File: src/hw/rtl/wfrlm_pkg.sv
`timescale 1ns / 1ps
// ----------------------------------------------------------------------------
// wfrlm_pkg
// Types, constants and helper functions of the windowed frame-rate and
// latency monitor.
// ----------------------------------------------------------------------------
package wfrlm_pkg;

  localparam int unsigned COUNT_BITS_DEF = 32;
  localparam int unsigned LATENCY_BITS   = 32;
  localparam int unsigned FRACTION_BITS  = 8;
  localparam int unsigned SUM_BITS       = 48;
  localparam int unsigned TIME_BITS      = 63;
  localparam int unsigned WINDOW_BITS    = 40;
  localparam int unsigned NS_BITS        = 30;
  localparam int unsigned RATE_BITS      = 24;
  localparam int unsigned DROP_BITS      = 17;
  localparam int unsigned DROP_SHIFT     = 16;
  localparam int unsigned AVG_BITS       = 32;
  localparam int unsigned CONTOUR_BITS   = 40;
  localparam int unsigned ADDR_BITS      = 4;
  localparam int unsigned DATA_BITS      = 64;

  localparam logic [NS_BITS-1:0]     NS_PER_S     = 30'd1000000000;
  localparam logic [WINDOW_BITS-1:0] WINDOW_RESET = 40'd1000000000;

  localparam logic [0:0] REG_WINDOW_LENGTH = 1'b0;

  localparam logic [2:0] KIND_RECEIVED  = 3'd0;
  localparam logic [2:0] KIND_PROCESSED = 3'd1;
  localparam logic [2:0] KIND_DISPLAYED = 3'd2;
  localparam logic [2:0] KIND_QUERY     = 3'd3;
  localparam logic [2:0] KIND_CLEAR     = 3'd4;

  typedef struct packed {
    logic [2:0]           kind;
    logic [TIME_BITS-1:0] event_time;
    logic [31:0]          contour_size;
    logic [TIME_BITS-1:0] receive_stamp;
    logic [TIME_BITS-1:0] process_stamp;
    logic [TIME_BITS-1:0] display_stamp;
  } in_t;

  typedef struct packed {
    logic [RATE_BITS-1:0]    received_rate;
    logic [RATE_BITS-1:0]    processed_rate;
    logic [RATE_BITS-1:0]    displayed_rate;
    logic [DROP_BITS-1:0]    drop_fraction;
    logic [AVG_BITS-1:0]     avg_display_latency;
    logic [AVG_BITS-1:0]     max_display_latency;
    logic [AVG_BITS-1:0]     avg_process_latency;
    logic [CONTOUR_BITS-1:0] avg_contour;
    logic                    window_closed;
  } out_t;

  typedef enum logic [2:0] {
    ST_IDLE,
    ST_PREP,
    ST_ACCUM,
    ST_LOAD,
    ST_DIV,
    ST_STORE,
    ST_DONE
  } state_e;

  typedef enum logic [2:0] {
    OP_RX_RATE,
    OP_PX_RATE,
    OP_DX_RATE,
    OP_DROP,
    OP_AVG_DISP,
    OP_AVG_PROC,
    OP_AVG_CONT
  } op_e;

  function automatic logic [LATENCY_BITS-1:0] stamp_diff(
    input logic [TIME_BITS-1:0] later,
    input logic [TIME_BITS-1:0] earlier
  );
    logic [TIME_BITS-1:0] d;
    d = (later > earlier) ? later - earlier : '0;
    if (d > TIME_BITS'({LATENCY_BITS{1'b1}})) begin
      return {LATENCY_BITS{1'b1}};
    end
    return d[LATENCY_BITS-1:0];
  endfunction

  function automatic logic [SUM_BITS-1:0] sat_sum(
    input logic [SUM_BITS-1:0] a,
    input logic [SUM_BITS-1:0] b
  );
    logic [SUM_BITS:0] s;
    s = {1'b0, a} + {1'b0, b};
    return s[SUM_BITS] ? {SUM_BITS{1'b1}} : s[SUM_BITS-1:0];
  endfunction

endpackage

File: src/hw/rtl/windowed_frame_rate_latency_monitor_unit.sv
`timescale 1ns / 1ps
// ----------------------------------------------------------------------------
// windowed_frame_rate_latency_monitor_unit
// Frame statistics over a time window with one shared restoring divider.
// ----------------------------------------------------------------------------
// Input beats carry one frame event (received, processed, displayed, query,
// clear); every event gives exactly one output beat holding the current
// snapshot and a flag that tells whether this event closed the window.
// The APB port holds the window length at byte address 0 (64-bit data).
// An event that does not close the window passes through PREP, ACCUM and
// DONE before output valid is set. A closing event runs seven divisions
// through one divider that resolves one quotient bit a cycle; each loads
// in LOAD, steps in DIV and stores in STORE, and skips DIV when its result
// is zero by rule: a zero divisor count, or no dropped frames.
// in_ready_o is high only while no event is being worked on; one finished
// beat waits in the output register, so the next event is taken while the
// receiver stalls, and it then holds at its end until the output frees.
// Reset clears counts, sums, peak, window start and snapshot and loads a
// window length of one second.
// ----------------------------------------------------------------------------
module windowed_frame_rate_latency_monitor_unit #(
  parameter int unsigned COUNT_BITS = wfrlm_pkg::COUNT_BITS_DEF
) (
  input  logic                                clk_i,
  input  logic                                rst_ni,
  input  logic                                in_valid_i,
  output logic                                in_ready_o,
  input  wfrlm_pkg::in_t                      in_data_i,
  output logic                                out_valid_o,
  input  logic                                out_ready_i,
  output wfrlm_pkg::out_t                     out_data_o,
  input  logic                                psel,
  input  logic                                penable,
  input  logic                                pwrite,
  input  logic [wfrlm_pkg::ADDR_BITS-1:0]     paddr,
  input  logic [wfrlm_pkg::DATA_BITS-1:0]     pwdata,
  output logic [wfrlm_pkg::DATA_BITS-1:0]     prdata,
  output logic                                pready
);
  import wfrlm_pkg::*;

  localparam int unsigned PROD_W   = COUNT_BITS + NS_BITS;
  localparam int unsigned RATE_LEN = PROD_W + FRACTION_BITS;
  localparam int unsigned CONT_LEN = SUM_BITS + FRACTION_BITS;
  localparam int unsigned DROP_LEN = COUNT_BITS + DROP_SHIFT;
  localparam int unsigned DIV_W    = (RATE_LEN > CONT_LEN) ? RATE_LEN : CONT_LEN;
  localparam int unsigned IDX_W    = $clog2(DIV_W);

  state_e                   state_q, state_d;
  op_e                      op_q;
  in_t                      item_q;
  logic [WINDOW_BITS-1:0]   wlen_q;
  logic [COUNT_BITS-1:0]    rx_cnt_q, px_cnt_q, dx_cnt_q;
  logic [SUM_BITS-1:0]      cont_sum_q, dlat_sum_q, plat_sum_q;
  logic [AVG_BITS-1:0]      peak_q;
  logic [TIME_BITS-1:0]     start_q;
  out_t                     snap_q;
  logic                     close_q;
  logic [LATENCY_BITS-1:0]  dl_q, pl_q;
  logic [TIME_BITS-1:0]     elapsed_q;
  logic [DIV_W-1:0]         dvd_q;
  logic [TIME_BITS-1:0]     dvs_q, rem_q;
  logic [CONTOUR_BITS-1:0]  quo_q;
  logic                     ovf_q;
  logic [IDX_W-1:0]         idx_q, lim_q;
  out_t                     out_q;
  logic                     out_valid_q;

  logic in_fire, prep_en, accum_en, load_en, step_en, store_en, done_en, cfg_wr;
  logic close_now;
  logic [WINDOW_BITS-1:0] wlen_eff;
  logic [SUM_BITS-1:0]    dl_w;

  logic [COUNT_BITS-1:0]  cnt_sel;
  logic [PROD_W-1:0]      prod;
  logic [DIV_W-1:0]       load_dvd;
  logic [TIME_BITS-1:0]   load_dvs;
  logic [IDX_W-1:0]       load_idx, load_lim;
  logic                   load_skip;

  logic [TIME_BITS:0]     rem_sh;
  logic [TIME_BITS+1:0]   diff;
  logic                   q_bit;
  op_e                    op_next;

  // APB
  assign pready = 1'b1;
  assign cfg_wr = psel && penable && pwrite && (paddr[ADDR_BITS-1] == REG_WINDOW_LENGTH);

  always_comb begin
    unique case (paddr[ADDR_BITS-1])
      REG_WINDOW_LENGTH: prdata = DATA_BITS'(wlen_q);
      default:           prdata = '0;
    endcase
  end

  // Next state
  always_comb begin
    state_d = state_q;
    unique case (state_q)
      ST_IDLE:  if (in_valid_i) state_d = ST_PREP;
      ST_PREP:  state_d = ST_ACCUM;
      ST_ACCUM: state_d = close_now ? ST_LOAD : ST_DONE;
      ST_LOAD:  state_d = load_skip ? ST_STORE : ST_DIV;
      ST_DIV:   if (idx_q == '0) state_d = ST_STORE;
      ST_STORE: state_d = (op_q == OP_AVG_CONT) ? ST_DONE : ST_LOAD;
      ST_DONE:  if (!out_valid_q || out_ready_i) state_d = ST_IDLE;
      default:  state_d = ST_IDLE;
    endcase
  end

  // Sequencer outputs
  always_comb begin
    in_ready_o = (state_q == ST_IDLE);
    in_fire    = (state_q == ST_IDLE) && in_valid_i;
    prep_en    = (state_q == ST_PREP);
    accum_en   = (state_q == ST_ACCUM);
    load_en    = (state_q == ST_LOAD);
    step_en    = (state_q == ST_DIV);
    store_en   = (state_q == ST_STORE);
    done_en    = (state_q == ST_DONE) && (!out_valid_q || out_ready_i);
  end

  assign wlen_eff  = (wlen_q == '0) ? WINDOW_BITS'(1) : wlen_q;
  assign close_now = ((item_q.kind == KIND_RECEIVED) || (item_q.kind == KIND_DISPLAYED)) &&
                     (elapsed_q >= TIME_BITS'(wlen_eff));
  assign dl_w      = SUM_BITS'(dl_q);

  // Operand selection for the divider
  always_comb begin
    unique case (op_q)
      OP_RX_RATE: cnt_sel = rx_cnt_q;
      OP_PX_RATE: cnt_sel = px_cnt_q;
      default:    cnt_sel = dx_cnt_q;
    endcase
  end

  assign prod = PROD_W'(cnt_sel) * PROD_W'(NS_PER_S);

  always_comb begin
    load_dvd  = DIV_W'(prod) << (DIV_W - PROD_W);
    load_dvs  = elapsed_q;
    load_idx  = IDX_W'(RATE_LEN - 1);
    load_lim  = IDX_W'(RATE_BITS);
    load_skip = 1'b0;
    unique case (op_q)
      OP_RX_RATE, OP_PX_RATE, OP_DX_RATE: begin
      end
      OP_DROP: begin
        load_dvd  = DIV_W'(rx_cnt_q - dx_cnt_q) << (DIV_W - COUNT_BITS);
        load_dvs  = TIME_BITS'(rx_cnt_q);
        load_idx  = IDX_W'(DROP_LEN - 1);
        load_lim  = IDX_W'(DROP_BITS);
        load_skip = (rx_cnt_q == '0) || (rx_cnt_q <= dx_cnt_q);
      end
      OP_AVG_DISP: begin
        load_dvd  = DIV_W'(dlat_sum_q) << (DIV_W - SUM_BITS);
        load_dvs  = TIME_BITS'(dx_cnt_q);
        load_idx  = IDX_W'(SUM_BITS - 1);
        load_lim  = IDX_W'(AVG_BITS);
        load_skip = (dx_cnt_q == '0);
      end
      OP_AVG_PROC: begin
        load_dvd  = DIV_W'(plat_sum_q) << (DIV_W - SUM_BITS);
        load_dvs  = TIME_BITS'(dx_cnt_q);
        load_idx  = IDX_W'(SUM_BITS - 1);
        load_lim  = IDX_W'(AVG_BITS);
        load_skip = (dx_cnt_q == '0);
      end
      OP_AVG_CONT: begin
        load_dvd  = DIV_W'(cont_sum_q) << (DIV_W - SUM_BITS);
        load_dvs  = TIME_BITS'(px_cnt_q);
        load_idx  = IDX_W'(CONT_LEN - 1);
        load_lim  = IDX_W'(CONTOUR_BITS);
        load_skip = (px_cnt_q == '0);
      end
      default: begin
        load_skip = 1'b1;
      end
    endcase
  end

  // Restoring divider step
  assign rem_sh = {rem_q, dvd_q[DIV_W-1]};
  assign diff   = {1'b0, rem_sh} - {2'b00, dvs_q};
  assign q_bit  = !diff[TIME_BITS+1];

  always_comb begin
    unique case (op_q)
      OP_RX_RATE:  op_next = OP_PX_RATE;
      OP_PX_RATE:  op_next = OP_DX_RATE;
      OP_DX_RATE:  op_next = OP_DROP;
      OP_DROP:     op_next = OP_AVG_DISP;
      OP_AVG_DISP: op_next = OP_AVG_PROC;
      OP_AVG_PROC: op_next = OP_AVG_CONT;
      default:     op_next = OP_AVG_CONT;
    endcase
  end

  // Control and window state
  always_ff @(posedge clk_i or negedge rst_ni) begin
    if (!rst_ni) begin
      state_q     <= ST_IDLE;
      op_q        <= OP_RX_RATE;
      wlen_q      <= WINDOW_RESET;
      rx_cnt_q    <= '0;
      px_cnt_q    <= '0;
      dx_cnt_q    <= '0;
      cont_sum_q  <= '0;
      dlat_sum_q  <= '0;
      plat_sum_q  <= '0;
      peak_q      <= '0;
      start_q     <= '0;
      snap_q      <= '0;
      close_q     <= 1'b0;
      out_valid_q <= 1'b0;
    end else begin
      state_q <= state_d;
      if (cfg_wr) begin
        wlen_q <= pwdata[WINDOW_BITS-1:0];
      end
      if (accum_en) begin
        close_q <= close_now;
        op_q    <= OP_RX_RATE;
        unique case (item_q.kind)
          KIND_RECEIVED: begin
            if (rx_cnt_q != '1) rx_cnt_q <= rx_cnt_q + 1'b1;
          end
          KIND_PROCESSED: begin
            if (px_cnt_q != '1) px_cnt_q <= px_cnt_q + 1'b1;
            cont_sum_q <= sat_sum(cont_sum_q, SUM_BITS'(item_q.contour_size));
          end
          KIND_DISPLAYED: begin
            if (dx_cnt_q != '1) dx_cnt_q <= dx_cnt_q + 1'b1;
            dlat_sum_q <= sat_sum(dlat_sum_q, dl_w);
            plat_sum_q <= sat_sum(plat_sum_q, SUM_BITS'(pl_q));
            if (dl_w > SUM_BITS'(peak_q)) begin
              peak_q <= (dl_w > SUM_BITS'({AVG_BITS{1'b1}})) ? '1 : AVG_BITS'(dl_q);
            end
          end
          KIND_CLEAR: begin
            rx_cnt_q   <= '0;
            px_cnt_q   <= '0;
            dx_cnt_q   <= '0;
            cont_sum_q <= '0;
            dlat_sum_q <= '0;
            plat_sum_q <= '0;
            peak_q     <= '0;
            snap_q     <= '0;
            start_q    <= item_q.event_time;
          end
          default: begin
          end
        endcase
      end
      if (store_en) begin
        op_q <= op_next;
        unique case (op_q)
          OP_RX_RATE:  snap_q.received_rate  <= ovf_q ? '1 : quo_q[RATE_BITS-1:0];
          OP_PX_RATE:  snap_q.processed_rate <= ovf_q ? '1 : quo_q[RATE_BITS-1:0];
          OP_DX_RATE:  snap_q.displayed_rate <= ovf_q ? '1 : quo_q[RATE_BITS-1:0];
          OP_DROP:     snap_q.drop_fraction  <= ovf_q ? '1 : quo_q[DROP_BITS-1:0];
          OP_AVG_DISP: snap_q.avg_display_latency <= ovf_q ? '1 : quo_q[AVG_BITS-1:0];
          OP_AVG_PROC: snap_q.avg_process_latency <= ovf_q ? '1 : quo_q[AVG_BITS-1:0];
          default: begin
            snap_q.avg_contour         <= ovf_q ? '1 : quo_q;
            snap_q.max_display_latency <= peak_q;
            rx_cnt_q   <= '0;
            px_cnt_q   <= '0;
            dx_cnt_q   <= '0;
            cont_sum_q <= '0;
            dlat_sum_q <= '0;
            plat_sum_q <= '0;
            peak_q     <= '0;
            start_q    <= item_q.event_time;
          end
        endcase
      end
      if (done_en) begin
        out_valid_q <= 1'b1;
      end else if (out_ready_i) begin
        out_valid_q <= 1'b0;
      end
    end
  end

  // Datapath
  always_ff @(posedge clk_i) begin
    if (in_fire) begin
      item_q <= in_data_i;
    end
    if (prep_en) begin
      dl_q      <= stamp_diff(item_q.display_stamp, item_q.receive_stamp);
      pl_q      <= stamp_diff(item_q.process_stamp, item_q.receive_stamp);
      elapsed_q <= (item_q.event_time > start_q) ? item_q.event_time - start_q : '0;
    end
    if (load_en) begin
      dvd_q <= load_dvd;
      dvs_q <= load_dvs;
      idx_q <= load_idx;
      lim_q <= load_lim;
      rem_q <= '0;
      quo_q <= '0;
      ovf_q <= 1'b0;
    end
    if (step_en) begin
      rem_q <= q_bit ? diff[TIME_BITS-1:0] : rem_sh[TIME_BITS-1:0];
      dvd_q <= dvd_q << 1;
      quo_q <= {quo_q[CONTOUR_BITS-2:0], q_bit};
      ovf_q <= ovf_q || (q_bit && (idx_q >= lim_q));
      idx_q <= idx_q - 1'b1;
    end
    if (done_en) begin
      out_q <= {snap_q[$bits(out_t)-1:1], close_q};
    end
  end

  assign out_valid_o = out_valid_q;
  assign out_data_o  = out_q;

endmodule
File: config.mk
export PLATFORM = sky130hd
export DESIGN_NAME = windowed_frame_rate_latency_monitor_unit
export DESIGN_NICKNAME = d
export VERILOG_FILES = /design/src/hw/rtl/wfrlm_pkg.sv /design/src/hw/rtl/windowed_frame_rate_latency_monitor_unit.sv
export SDC_FILE = /design/constraint.sdc
export NUM_CORES = 2
export LEC_CHECK = 0
export ABC_AREA = 1
export BUFFER_PORTS_ARGS = -buffer_cell sky130_fd_sc_hd__buf_2
export CORE_ASPECT_RATIO = 0.75
export CORE_UTILIZATION = 35
export CTS_BUF_LIST = sky130_fd_sc_hd__clkbuf_4
export DETAILED_ROUTE_END_ITERATION = 6
export HOLD_SLACK_MARGIN = 0.03
export SKIP_LAST_GASP = 1
export SLEW_MARGIN = 20
export SYNTH_ARGS = -nofsm -noshare
export SYNTH_HDL_FRONTEND = slang
export SYNTH_SLANG_ARGS = --single-unit
export TNS_END_PERCENT = 30
File: constraint.sdc
create_clock -name clk_i -period 39.1 [get_ports clk_i]
set_input_delay 3.91 -clock clk_i [delete_from_list [all_inputs] [get_ports clk_i]]
set_output_delay 3.91 -clock clk_i [all_outputs]
set_load 0.1 [all_outputs]
; Word-level counts from Yosys, hierarchy flattened
; Cells that the tools add are included.
[word_totals]
register_bits = 1499
inputBits = 362
out_inout_bits = 293
elab_cells = 217
[classes]
add_sub_neg = 12
n_mul = 1
n_lt_le_gt_ge = 10
eq_ne = 21
mux = 96
bitwise = 1
reduce_logical = 29
[op_table]
columns = cell, n
row1 = 32-bit two-way mux, 25
row2 = 48-bit two-way mux, 12
row3 = 63-bit two-way mux, 9
row4 = 226-bit two-way mux, 2
row5 = 32-bit one-hot mux with 2 select lines, 5
row6 = 48-bit one-hot mux with 2 select lines, 3
row7 = 70-bit one-hot mux with 4 select lines, 1
row8 = 40-bit two-way mux, 6
row9 = 225-bit two-way mux, 1
row10 = 63-bit greater-than comparator, 3
row11 = 63-bit one-hot mux with 3 select lines, 1
row12 = 63-bit subtractor, 3
row13 = 48-bit by 32-bit adder with 49-bit output, 3
row14 = 70-bit two-way mux, 2
row15 = 63-bit by 32-bit greater-than comparator with 1-bit output (second input constant), 2
row16 = 32-bit by 1-bit adder with 32-bit output (second input constant), 3
row17 = 32-bit zero test, 3
row18 = 24-bit two-way mux, 4
row19 = 32-bit inequality test (second input constant), 3
row20 = 64-bit by 63-bit subtractor with 65-bit output, 1
row21 = 63-bit by 40-bit greater-or-equal comparator with 1-bit output, 1
row22 = 32-bit by 21-bit multiplier with 53-bit output (second input constant), 1
row23 = 40-bit zero test, 1
row24 = 17-bit two-way mux, 2
row25 = other kinds (30), 73

; Logic depth before layout (Yosys ltp)
[depth]
word_depth = 7
depth_mapped = 37
ltp_nobuf = 35

; Worst setup path after synthesis
; OpenSTA, ideal clock, no wires.
[synth_timing]
path_type = input port to flip-flop
startpoint = input in_valid_i
endpoint = register item_q[0] (netlist name), enable pin
setup_time_ps = 942
t_arrival_ps = 15721
required_time_ps = 38158
path_slack_ps = 22437
cell_stages = 2
path_buffers = 0
cell_sequence = inv_1 > nor2_1
[synth_via]
elab_chain_cells = 1
[synth_rtl]
columns = element, line_no
row1 = from (decl), windowed_frame_rate_latency_monitor_unit.sv:26  ; input logic in_valid_i,
row2 = 1-bit logical AND, windowed_frame_rate_latency_monitor_unit.sv:115  ; in_fire = (state_q == ST_IDLE) && in_valid_i;
row3 = named net in_fire, windowed_frame_rate_latency_monitor_unit.sv:69  ; logic in_fire, prep_en, accum_en, load_en, step_en, store_en, done_en, cfg_wr;
row4 = to (signal assigned), windowed_frame_rate_latency_monitor_unit.sv:290  ; item_q <= in_data_i;
row5 = to (decl), windowed_frame_rate_latency_monitor_unit.sv:51  ; in_t item_q;
; The timed path passes the listed nets, and every way through them passes these cells.
; A chain may end at the register's enable or synchronous reset.

; Final worst setup path
[layout_timing]
startpoint = register op_q[0]
endpoint = register dvd_q[49], data pin
[layout_via]
elab_chain_cells = 6
word_cells_on_any_way = 11
classes_between = mul: 1 / eq/ne: 5 / mux: 4 / reduce/logical: 1
[layout_rtl]
columns = element, line_no
row1 = from (decl), windowed_frame_rate_latency_monitor_unit.sv:50  ; op_e op_q;
row2 = from (signal assigned), windowed_frame_rate_latency_monitor_unit.sv:257  ; op_q <= op_next;
row3 = 3-bit by 1-bit == test with 1-bit output / 3-bit zero test (equally long branches), windowed_frame_rate_latency_monitor_unit.sv:131  ; unique case (op_q)
row4 = 32-bit one-hot mux with 2 select lines, windowed_frame_rate_latency_monitor_unit.sv:131
row5 = 32-bit by 21-bit multiplier with 53-bit output, windowed_frame_rate_latency_monitor_unit.sv:138  ; assign prod = PROD_W'(cnt_sel) * PROD_W'(NS_PER_S);
row6 = 70-bit one-hot mux with 4 select lines (*), windowed_frame_rate_latency_monitor_unit.sv:146  ; unique case (op_q)
row7 = 70-bit two-way mux (*), windowed_frame_rate_latency_monitor_unit.sv:297  ; if (load_en) begin
row8 = 70-bit two-way mux (*), windowed_frame_rate_latency_monitor_unit.sv:306  ; if (step_en) begin
row9 = to (signal assigned), windowed_frame_rate_latency_monitor_unit.sv:298  ; dvd_q <= load_dvd;
row10 = to (signal assigned), windowed_frame_rate_latency_monitor_unit.sv:308  ; dvd_q <= dvd_q << 1;
row11 = to (decl), windowed_frame_rate_latency_monitor_unit.sv:61  ; logic [DIV_W-1:0] dvd_q;
; Every way passes the cells marked *; elsewhere a longest branch is shown, timed or not. The select of a mux whose other input is x is not followed.

==> key figures <==
Placement
  – GPL Wtd Cong: between 1 and 1.5
  – Placed cells: 18030
  – IO buf count: between 600 and 700
  – Dpl hpwl: slightly above 300 mm

Synthesis
  – Synth Warn #: 0
  – FF+latch count, synth: 1479
  – Ys flop type: edfxtp_1
  – Share of async-settable or async-resettable flops after synthesis: about 41%
  – Avg Cell Area, Syn: slightly below 8 sq um
  – Syn Std Cell Area: roughly 110000 sq um
  – Cells after synthesis: ~14000
  – Number of synthesized flops with an enable pin: just under 900
  – Number of distinct library cells after synthesis: 69
  – Sequential share of the synthesized area: between 30 and 40%

Clock tree
  – Worst skew pair latency: 1.36 ns
  – Post-CTS Setup Bufs: 0
  – Longest Clk Path Bufs: 4
  – Hold Buf Count CTS: 0
  – Clock Tree Root: clkbuf_4
  – Post-cts resize count: 0
  – Clock sinks: 1479
  – TritonCTS clock tree: done
  – CTS buffer count: 389
  – H-tree Lvls: 5
  – Clock-pin slew on the worst setup and hold paths: about 0.070 ns

Timing
  – Max frequency: around 100 MHz
  – Slew margin rel.: between 20% and 30%
  – Tcrit/Tclk final: 25.58%
  – Setup-failing EPs final: 0
  – Fin. max-slew vios: 0
  – Clock skew: around 0.16 ns
  – Final Hold Fails: 0
  – RSZ-0062 raised after global routing: no
  – Final Critical Period: between 10 and 15 ns
  – Min Hold Slack: 0.3930 ns
  – Setup TNS: 0 ns
  – Worst-margin pin slew: 1.175 ns

Floorplan
  – Die width: 640.0 microns
  – I/O pins: ~660
  – Die area: ~310000 sq um
  – Core area: between 300000 and 400000 sq um
  – Die H: roughly 480 microns
  – FP Rows: 175
  – Initial core utilization: about a third

Routing
  – Vias: 96280
  – WL per Instance: between 20 and 25 microns
  – Final wirelength: slightly below 400 mm
  – DRT Pass-1 Iters: 7
  – Starting DRT DRC Count: around 11000
  – Routed Antenna Nets: 0
  – Via density per instance: between 5 and 6
  – Post-route DRC: 10

Final layout
  – Layout Cells excl Fill: ~19000
  – Layout Area Growth over Synthesis: 11.89%
  – Share of post-route cells with drive strength above 1: between 10% and 20%
  – Layout Nets: 15750
  – Final Util: about 39%

Global route
  – Total track usage: 24.49%
  – Vias in the first global route: between 80000 and 90000
  – Pin count of the biggest net entering global routing: 140
  – Initial antenna violation count: 39
  – First-pass GRT wire length: roughly 570 mm
  – Grt ovf: 0

Critical path
  – WP buf/inv: 11
  – Crit Path Category: reg2reg
  – CP endpoint kind: flip-flop
  – Worst Path Arrival: around 11 ns
  – Worst path max stage delay: slightly above 1 ns
  – Cell mode on critical path: inv_1
  – Req. time, crit path: 40.10 ns
  – Slowest CP cell: a21oi_1
  – Maximum fanout along the worst path: 34
  – Startpoint Class: flip-flop
  – CP top delay family: adder cells

Worst hold path
  – HP Class: reg2reg

Job
  – Max Cap Viol: 0

Outcome
  – Outcome: finished, violations left
  – Failing checks: design-rule violations
==> area by class of cell <==
| type | instances | area, sq um |
|---|---|---|
| well taps | 4071 | 5094 |
| diodes | 37 | 92.59 |
| flip-flops and latches | 1479 | 41390 |
| repair buffers | 686 | 3679 |
| inverters | 2396 | 9005 |
| clock inverters | 115 | 684.4 |
| fillers | 31800 | 183900 |
| clock buffers | 592 | 4444 |
| multi-input cells | 9397 | 55160 |
==> path summary, 6_finish.rpt <==
kind / from / cells after the start / end / slack, ns
min reg2reg: snap_q[85]$_DFF_PN0_ / 0 / out_data_o[85]$_DFFE_PP_ / 0.39
max: op_q[0]$_DFFE_PN0P_ / 30 / dvd_q[49]$_DFFE_PP_ / 29.10
max in group asynchronous: rst_ni / 4 / plat_sum_q[15]$_DFF_PN0_ / 33.53
max reg2reg: op_q[0]$_DFFE_PN0P_ / 30 / dvd_q[49]$_DFFE_PP_ / 29.10
min in group asynchronous: rst_ni / 1 / wlen_q[39]$_DFFE_PN0P_ / 2.67
min: snap_q[85]$_DFF_PN0_ / 0 / out_data_o[85]$_DFFE_PP_ / 0.39
==> worst register-to-register path, delay by kind of cell (launching register included) <==
family          cells  cell delay (ns)
fa+ha+maj           8             3.98
compound gates      8             2.72
buf+inv            11             1.75
simple gates        3             0.81
flops               1             0.45
==> cells in the mapped netlist (9+ instances only) <==
cell type	instances	area share [%]
nand2_1	3077	11
inv_1	2366	8.3
nor2_1	1340	4.7
a21oi_1	925	4.3
o21ai_0	887	4.2
edfxtp_1	871	24
ha_1	722	8.5
nand3_1	644	3.0
dfrtp_1	595	14
fa_1	313	5.9
clkbuf_1	255	0.90
xor2_1	169	1.4
nand4_1	149	0.87
nor3_1	149	0.70
xnor2_1	107	0.88
nor4_1	87	0.51
a31oi_1	83	0.49
a22oi_1	66	0.46
o22ai_1	64	0.37
nand3_2	61	0.57
o21bai_1	58	0.41
or2_2	57	0.33
a21o_1	54	0.38
o211ai_1	51	0.36
nand3b_1	40	0.28
a221oi_1	33	0.27
buf_2	30	0.14
o21a_1	28	0.20
a21boi_0	27	0.19
buf_4	25	0.18
inv_2	22	0.077
a211oi_1	19	0.13
nor2_2	19	0.11
buf_1	18	0.063
buf_6	18	0.19
a22o_1	14	0.11
and2_1	14	0.082
nand2_2	14	0.082
o221ai_1	14	0.11
o311ai_0	14	0.11
dfstp_2	13	0.32
a221o_1	9	0.084
nor2_4	9	0.095
==> registers in the layout, summed over array words and instances (netlist names), 4 cells and up <==
signal      flops
item_q        287
cont_sum_q     48
plat_sum_q     48
dvd_q          53
peak_q         32
elapsed_q      63
rem_q          63
dl_q           32
dlat_sum_q     48
idx_q           7
dvs_q          63
px_cnt_q       32
rx_cnt_q       32
quo_q          40
lim_q           4
wlen_q         40
snap_q        225
start_q        63
dx_cnt_q       32
out_data_o    226
pl_q           32
==> layer usage <==
layer | vias to the layer above | routed length [microns] | share of wire, % | track usage, %
met5 | - | 80 | 0.021 | 0
met4 | 12 | 9767 | 2.5 | 6.200
met3 | 560 | 37840 | 9.8 | 5.072
met2 | 4143 | 153400 | 40 | 33.94
met1 | 45350 | 185800 | 48 | 38.07
li1 | 46220 | - | - | -
==> metrics by stage <==
| step | worst slack, ns | instance area, sq um |
|---|---|---|
| 2_1_floorplan | 22.44 | 106900 |
| 3_3_place_gp | 29.28 | 114300 |
| 6_report | 29.10 | 119500 |
| 3_5_place_dp | 29.28 | 114300 |
| 5_1_grt | 28.67 | 119500 |
| 4_1_cts | 29.22 | 119400 |
==> cells by family (layout without fill, tap and decap cells) <==
| group | count (synthesis) | count (layout) | synth area share, % |
|---|---|---|---|
| AO/OA/AOI/OAI | 2383 | 2383 | 12.48 |
| adder cells (fa/ha/maj) | 1035 | 1035 | 14.32 |
| XOR/XNOR | 276 | 276 | 2.263 |
| AND/OR/NAND/NOR | 5678 | 5678 | 22.31 |
| other | 2 | 62 | 0.007029 |
| flip-flops | 1479 | 1479 | 38.74 |
| buffers and inverters | 2742 | 3789 | 9.883 |
==> cells in the final DEF (no fill, tap or decap), drive strengths merged, types with 51 or more instances in the layout <==
cell type	instances
o211ai	51
or2	58
nor2	1368
o21bai	58
dfrtp	595
buf	686
nand2	3091
a31oi	83
edfxtp	871
a21o	54
nand3	705
inv	2397
nor3	149
fa	313
nand4	150
ha	722
clkbuf	592
a22oi	66
xor2	169
nor4	91
o22ai	64
clkinv	107
o21ai	893
a21oi	929
xnor2	107
Power is left out: the tool's default activity adds up to more than one toggle a clock period on the data nets, which glitch-free logic cannot reach.
